### src/design/iprhf_pkg.sv
// ----------------------------------------------------------------------------
// IPv4 receive header filter package
// Transaction types, verdict and protocol codes, and header byte positions.
// ----------------------------------------------------------------------------
package iprhf_pkg;

    // Width of the saturating received-byte counter
    localparam int COUNT_BITS = 16;
    localparam logic [COUNT_BITS-1:0] COUNT_MAX = {COUNT_BITS{1'b1}};

    // Width used when comparing header length against received length
    localparam int LEN_BITS = (COUNT_BITS > 16) ? COUNT_BITS : 16;

    // Header byte positions
    localparam logic [COUNT_BITS-1:0] POS_VER_IHL  = COUNT_BITS'(0);
    localparam logic [COUNT_BITS-1:0] POS_TLEN_HI  = COUNT_BITS'(2);
    localparam logic [COUNT_BITS-1:0] POS_TLEN_LO  = COUNT_BITS'(3);
    localparam logic [COUNT_BITS-1:0] POS_PROTO    = COUNT_BITS'(9);
    localparam logic [COUNT_BITS-1:0] POS_SRC_0    = COUNT_BITS'(12);
    localparam logic [COUNT_BITS-1:0] POS_SRC_1    = COUNT_BITS'(13);
    localparam logic [COUNT_BITS-1:0] POS_SRC_2    = COUNT_BITS'(14);
    localparam logic [COUNT_BITS-1:0] POS_SRC_3    = COUNT_BITS'(15);
    localparam logic [COUNT_BITS-1:0] POS_DST_0    = COUNT_BITS'(16);
    localparam logic [COUNT_BITS-1:0] POS_DST_1    = COUNT_BITS'(17);
    localparam logic [COUNT_BITS-1:0] POS_DST_2    = COUNT_BITS'(18);
    localparam logic [COUNT_BITS-1:0] POS_DST_3    = COUNT_BITS'(19);

    // Minimum datagram length and expected version
    localparam logic [COUNT_BITS-1:0] MIN_HEADER_BYTES = COUNT_BITS'(20);
    localparam logic [3:0]            IPV4_VERSION     = 4'd4;

    // Protocol numbers
    localparam logic [7:0] PROTO_ICMP = 8'd1;
    localparam logic [7:0] PROTO_TCP  = 8'd6;
    localparam logic [7:0] PROTO_UDP  = 8'd17;

    typedef enum logic [2:0] {
        VERDICT_ACCEPT      = 3'd0,
        VERDICT_TOO_SHORT   = 3'd1,
        VERDICT_BAD_VERSION = 3'd2,
        VERDICT_SHORT_IHL   = 3'd3,
        VERDICT_OTHER_DEST  = 3'd4
    } t_verdict;

    typedef enum logic [1:0] {
        CLASS_ICMP  = 2'd0,
        CLASS_UDP   = 2'd1,
        CLASS_TCP   = 2'd2,
        CLASS_OTHER = 2'd3
    } t_proto_class;

    typedef struct packed {
        logic [7:0] data_byte;
        logic       last_byte;
    } t_in_item;

    typedef struct packed {
        t_verdict     verdict;
        t_proto_class protocol_class;
        logic [7:0]   protocol_number;
        logic [31:0]  sender_ip;
        logic [5:0]   payload_offset;
        logic [15:0]  payload_length;
    } t_out_item;

endpackage

### src/design/ipv4_receive_header_filter_top.sv
// ----------------------------------------------------------------------------
// IPv4 receive header filter
// Captures IPv4 header fields from a byte stream and gives one verdict per
// datagram on its last byte.
// ----------------------------------------------------------------------------
// The block takes one datagram byte per cycle while not stalled, with no gap
// needed between datagrams. Each byte updates a saturating byte count and
// the header field registers; the last byte also produces the verdict, which
// is registered in the output register or, while that is stalled, the skid
// stage. A two-entry output (register plus skid stage) lets input continue
// while a verdict waits; input stall rises only once both entries hold
// verdicts. No clearing pass is needed after reset. The local address is
// written through the configuration channel, which is always ready.
module ipv4_receive_header_filter_top (
    input  logic                 i_clk,
    input  logic                 i_rst_n,
    // configuration write channel
    input  logic                 i_cfg_valid,
    output logic                 o_cfg_ready,
    input  logic [31:0]          i_cfg_data,
    // byte input channel
    input  logic                 i_in_valid,
    output logic                 o_in_stall,
    input  iprhf_pkg::t_in_item  i_in_data,
    // verdict output channel
    output logic                 o_out_valid,
    input  logic                 i_out_stall,
    output iprhf_pkg::t_out_item o_out_data
);

    localparam int CB = iprhf_pkg::COUNT_BITS;
    localparam int LB = iprhf_pkg::LEN_BITS;

    // Configuration and per-datagram state
    logic [31:0]   r_local_ip;
    logic [CB-1:0] r_byte_count, n_byte_count;
    logic [7:0]    r_ver_ihl, n_ver_ihl;
    logic [15:0]   r_ip_length, n_ip_length;
    logic [7:0]    r_proto, n_proto;
    logic [31:0]   r_src, n_src;
    logic [31:0]   r_dst, n_dst;

    // Output register and skid stage
    logic                 r_out_valid;
    iprhf_pkg::t_out_item r_out;
    logic                 r_skid_valid;
    iprhf_pkg::t_out_item r_skid;
    iprhf_pkg::t_out_item n_result;

    logic          in_accept;
    logic          produce;
    logic          out_free;
    logic [5:0]    ihl_bytes;
    logic [CB-1:0] avail;
    logic [15:0]   tlen_diff;
    logic [LB-1:0] len_clip;

    assign o_cfg_ready = 1'b1;
    assign o_in_stall  = r_skid_valid;
    assign o_out_valid = r_out_valid;
    assign o_out_data  = r_out;

    assign in_accept = i_in_valid && !r_skid_valid;
    assign produce   = in_accept && i_in_data.last_byte;
    assign out_free  = !r_out_valid || !i_out_stall;

    // Capture header bytes at their positions and advance the count
    always_comb begin
        n_ver_ihl   = r_ver_ihl;
        n_ip_length = r_ip_length;
        n_proto     = r_proto;
        n_src       = r_src;
        n_dst       = r_dst;
        case (r_byte_count)
            iprhf_pkg::POS_VER_IHL: n_ver_ihl         = i_in_data.data_byte;
            iprhf_pkg::POS_TLEN_HI: n_ip_length[15:8] = i_in_data.data_byte;
            iprhf_pkg::POS_TLEN_LO: n_ip_length[7:0]  = i_in_data.data_byte;
            iprhf_pkg::POS_PROTO:   n_proto           = i_in_data.data_byte;
            iprhf_pkg::POS_SRC_0:   n_src[31:24]      = i_in_data.data_byte;
            iprhf_pkg::POS_SRC_1:   n_src[23:16]      = i_in_data.data_byte;
            iprhf_pkg::POS_SRC_2:   n_src[15:8]       = i_in_data.data_byte;
            iprhf_pkg::POS_SRC_3:   n_src[7:0]        = i_in_data.data_byte;
            iprhf_pkg::POS_DST_0:   n_dst[31:24]      = i_in_data.data_byte;
            iprhf_pkg::POS_DST_1:   n_dst[23:16]      = i_in_data.data_byte;
            iprhf_pkg::POS_DST_2:   n_dst[15:8]       = i_in_data.data_byte;
            iprhf_pkg::POS_DST_3:   n_dst[7:0]        = i_in_data.data_byte;
            default: ;
        endcase
        n_byte_count = (r_byte_count == iprhf_pkg::COUNT_MAX) ?
                       r_byte_count : r_byte_count + CB'(1);
    end

    // Work out the verdict from the updated fields
    always_comb begin
        ihl_bytes = {n_ver_ihl[3:0], 2'b00};
        avail     = n_byte_count - CB'(ihl_bytes);
        tlen_diff = (n_ip_length > 16'(ihl_bytes)) ? n_ip_length - 16'(ihl_bytes) : 16'd0;
        len_clip  = (LB'(tlen_diff) > LB'(avail)) ? LB'(avail) : LB'(tlen_diff);

        n_result                 = '0;
        n_result.verdict         = iprhf_pkg::VERDICT_ACCEPT;
        n_result.protocol_class  = iprhf_pkg::CLASS_ICMP;
        if (n_byte_count < iprhf_pkg::MIN_HEADER_BYTES) begin
            n_result.verdict = iprhf_pkg::VERDICT_TOO_SHORT;
        end else if (n_ver_ihl[7:4] != iprhf_pkg::IPV4_VERSION) begin
            n_result.verdict = iprhf_pkg::VERDICT_BAD_VERSION;
        end else if (n_byte_count < CB'(ihl_bytes)) begin
            n_result.verdict = iprhf_pkg::VERDICT_SHORT_IHL;
        end else if (n_dst != r_local_ip) begin
            n_result.verdict = iprhf_pkg::VERDICT_OTHER_DEST;
        end else begin
            n_result.protocol_number = n_proto;
            n_result.sender_ip       = n_src;
            n_result.payload_offset  = ihl_bytes;
            n_result.payload_length  = 16'(len_clip);
            case (n_proto)
                iprhf_pkg::PROTO_ICMP: n_result.protocol_class = iprhf_pkg::CLASS_ICMP;
                iprhf_pkg::PROTO_UDP:  n_result.protocol_class = iprhf_pkg::CLASS_UDP;
                iprhf_pkg::PROTO_TCP:  n_result.protocol_class = iprhf_pkg::CLASS_TCP;
                default:               n_result.protocol_class = iprhf_pkg::CLASS_OTHER;
            endcase
        end
    end

    // Hold the local address
    always_ff @(posedge i_clk) begin
        if (!i_rst_n) begin
            r_local_ip <= '0;
        end else if (i_cfg_valid && o_cfg_ready) begin
            r_local_ip <= i_cfg_data;
        end
    end

    // Advance header state; drop it all at the end of a datagram
    always_ff @(posedge i_clk) begin
        if (!i_rst_n || produce) begin
            r_byte_count <= '0;
            r_ver_ihl    <= '0;
            r_ip_length  <= '0;
            r_proto      <= '0;
            r_src        <= '0;
            r_dst        <= '0;
        end else if (in_accept) begin
            r_byte_count <= n_byte_count;
            r_ver_ihl    <= n_ver_ihl;
            r_ip_length  <= n_ip_length;
            r_proto      <= n_proto;
            r_src        <= n_src;
            r_dst        <= n_dst;
        end
    end

    // Output register with skid stage behind it
    always_ff @(posedge i_clk) begin
        if (!i_rst_n) begin
            r_out_valid  <= 1'b0;
            r_skid_valid <= 1'b0;
        end else if (out_free) begin
            if (r_skid_valid) begin
                r_out_valid  <= 1'b1;
                r_skid_valid <= 1'b0;
            end else begin
                r_out_valid  <= produce;
            end
        end else if (produce) begin
            r_skid_valid <= 1'b1;
        end
    end

    always_ff @(posedge i_clk) begin
        if (out_free) begin
            if (r_skid_valid) begin
                r_out <= r_skid;
            end else if (produce) begin
                r_out <= n_result;
            end
        end else if (produce) begin
            r_skid <= n_result;
        end
    end

endmodule

### config.mk
export PLATFORM = sky130hd
export DESIGN_NAME = ipv4_receive_header_filter_top
export DESIGN_NICKNAME = d
export VERILOG_FILES = /design/src/design/iprhf_pkg.sv /design/src/design/ipv4_receive_header_filter_top.sv
export SDC_FILE = /design/constraint.sdc
export NUM_CORES = 1
export LEC_CHECK = 0
export BUFFER_PORTS_ARGS = -buffer_cell sky130_fd_sc_hd__buf_2
export CAP_MARGIN = 10
export CORE_MARGIN = 5
export CORE_UTILIZATION = 38
export DETAILED_ROUTE_END_ITERATION = 8
export GPL_TIMING_DRIVEN = 0
export SYNTH_ARGS = -nofsm -noshare
export SYNTH_HDL_FRONTEND = slang
export SYNTH_SLANG_ARGS = --single-unit
export TNS_END_PERCENT = 30
### constraint.sdc
create_clock -name i_clk -period 9.3 [get_ports i_clk]
set_input_delay 0.465 -clock i_clk [delete_from_list [all_inputs] [get_ports i_clk]]
set_output_delay 0.465 -clock i_clk [all_outputs]
set_load 0.01 [all_outputs]
==> results.tsv <==
stage	metric	value	unit
synth	Cell variety after synth	72	
synth	Synth Area per Inst	9.36	um2
finish	layout cell share with drive strength beyond 1	13.8	%
finish	commonest non-fill, non-tap cell in the layout	nand2_1	
detailed_routing	wire length per cell	18.6	um
finish	post-route cell area	16900	um2
sta	post-route setup TNS	0	ps
worst_setup_path	crit path max-delay cell type	mux2i_1	
sta	Worst-Margin Slew	1220	ps
worst_setup_path	WS Path Type	reg2reg	
sta	Final Cycle Share	84.7	%
global_routing	vias in the first global route	11500	
sta	RSZ-0062 raised after global routing	no	
sta	Hold WS	134	ps
global_routing	met2 Usage GRT	31.4	%
sta	f_max	127	MHz
synth	Async SR Flop Fraction	0	%
clock_network	CTS Buf Count	31	
worst_setup_path	Startpoint Class	register	
placed_design	GPL Wtd Cong	0.905	
global_routing	initial antenna violation count	0	
finish	commonest non-fill, non-tap cells in the layout	232 x nand2_1, 164 x nor2_1, 146 x dfxtp_1	
clock_network	clk root buf	clkbuf_16	
worst_setup_path	Critical Path Sink Type	register	
global_routing	remaining global-route overflow	0	
synth	top_reg_cell synth	dfxtp_1	
placed_design	I/O Buffers	105	
die	Top Ports	116	
detailed_routing	Routed WL	41.7	mm
synth	EDFF count, synth	130	
synth	Post-Synthesis Cells	1561	
clock_network	Gates resized, CTS repair	0	
placed_design	DP Area	15900	um2
sta	Hold Fails Final Rpt	0	
worst_setup_path	R2R Setup Slk	1420	ps
placed_design	detailed placement HPWL	30.7	mm
sta	Max-slew headroom	16.0	%
clock_network	Hold Buf Count CTS	0	
clock_network	Skew-Pair Late Insertion Delay	590	ps
clock_network	clock slew at reported path FFs	60	ps
global_routing	global route hottest layer	met2	
die	Die X	206	um
die	Initial Utilization	38.6	%
outcome	outcome	finished, final reports clean	
detailed_routing	Vias/cell	5.28	
synth	Post-Syn Area	14600	um2
pwr	Worst IR Drop VDD	164	uV
sta	Final setup viols	0	
worst_setup_path	CP arrival	8200	ps
synth	register area share after synthesis	46.7	%
clock_network	CTS tree	yes	
detailed_routing	Routed Antenna Nets	0	
detailed_routing	# DRC	0	
finish	Layout area overhead	15.5	%
clock_network	post-CTS setup buffers	0	
die	Rows	71	
finish	Antenna diodes	0	
clock_network	CTS max path bufs	3	
worst_setup_path	Critical path origin	r_byte_count[0]$_SDFFE_PP0P_	
detailed_routing	Detailed Route Iter0 Violations	931	
synth	synth warn	0	
sta	minimum clock period	7880	ps
min_path	worst hold-check path type	in2reg	
pwr	Design Power	2960	uW
worst_setup_path	max incr delay on CP	690	ps
worst_setup_path	CP Max Fanout	10	
worst_setup_path	worst r2r src	r_byte_count[0]$_SDFFE_PP0P_	
finish	Core Util, Final	44.6	%
global_routing	first-pass GRT wire length	65.0	mm
die	core footprint	37800	um2
global_routing	largest net degree at the start of global routing	36	
detailed_routing	drt first pass iters	5	
die	DIE AREA	42500	um2
pwr	Cell Pwr Density	175	nW/um2
worst_setup_path	Worst Path Required	9620	ps
clock_network	CTS H-tree depth	1	
detailed_routing	via count	11800	
global_routing	M3 GR Usage	2.59	%
clock_network	Sink Count	276	
sta	clk_skew	12.8	ps
die	die height	206	um
global_routing	met1 usage	26.9	%
min_path	Hold Crit Start	i_cfg_data[16]	
global_routing	global router's overall resource usage	19.4	%
finish	Nets	1776	
run	Max Cap Violations	0	
sta	Pins Over Slew Limit	0	
synth	Yosys reg bits	276	
pwr	leakage	0.00615	uW
==> registers in the layout, summed over array words and instances, names as in the netlist <==
register,cells
r_ip_length,16
r_proto,8
r_ver_ihl,8
o_in_stall,1
o_out_valid,1
r_local_ip,32
o_out_data,65
r_src,32
r_byte_count,16
r_dst,32
r_skid,65
==> report_power, final <==
group	switching (uW)	total, uW	internal [uW]
clock	509	1220	713
sequential	16.9	1310	1290
combinational	267	426	159
total	793	2960	2160
==> cell usage after synthesis, types with 21 or more instances <==
cell | number | area [um2]
xnor2_1 | 43 | 377
nand3_1 | 29 | 145
mux2i_1 | 109 | 1090
inv_1 | 38 | 143
a21oi_1 | 130 | 651
ha_1 | 25 | 313
nand2_1 | 232 | 871
dfxtp_1 | 146 | 2920
clkbuf_1 | 95 | 357
edfxtp_1 | 130 | 3900
a211oi_1 | 21 | 158
o21ai_0 | 33 | 165
nor2b_1 | 41 | 257
o31ai_2 | 26 | 325
nor2_1 | 165 | 619
o31ai_1 | 21 | 158
==> metal layers <==
layer / vias to the layer above / wire length (um)
met5: - / 0
met3: 83 / 2240
met2: 353 / 19000
met1: 5573 / 19100
li1: 5809 / -
met4: 0 / 1340
==> per-stage QoR <==
| step | worst slack (ps) | std cells |
|---|---|---|
| 2_1_floorplan | 3100 | 1562 |
| 6_report | 1420 | 2239 |
| 3_5_place_dp | 1530 | 2181 |
| 5_1_grt | 886 | 2239 |
| 3_3_place_gp | 1560 | 2178 |
| 4_1_cts | 1470 | 2239 |
==> logic make-up after synthesis <==
family          Yosys count  share of synthesized area [%]
xor+xnor                 63                           3.78
other cells               2                         0.0514
mux                     123                           8.55
flops                   276                           46.7
fa+ha+maj                33                           2.83
buf+inv                 163                           5.02
compound gates          309                           13.9
simple gates            592                           19.2
==> worst paths after layout <==
kind | to | cells past startpoint
setup / recovery | o_out_data[3]$_DFFE_PP_ | 26
hold / removal | r_local_ip[16]$_SDFFE_PN0P_ | 3
setup reg to reg | o_out_data[3]$_DFFE_PP_ | 26
hold reg to reg | r_dst[13]$_SDFFE_PP0P_ | 2
==> worst max-delay path, delay by kind of cell, from the launching register on <==
| kind | cells | cell delay, ps |
|---|---|---|
| and+or+nand+nor | 7 | 2060 |
| DFF | 1 | 320 |
| adders and majority gates | 5 | 1630 |
| AOI/OAI and AO/OA | 7 | 1400 |
| buffers and inverters | 6 | 1480 |
| muxes | 1 | 690 |
==> area by class of cell <==
type / instances / area [um2]
Buffer: 123 / 583
Fill cell: 3716 / 21000
Clock buffer: 45 / 880
Sequential cell: 276 / 6830
Timing Repair Buffer: 108 / 586
Clock inverter: 13 / 135
Multi-Input combinational cell: 1123 / 7070
Inverter: 40 / 150
Tap cell: 511 / 639
(Power assumes the default switching activity.)
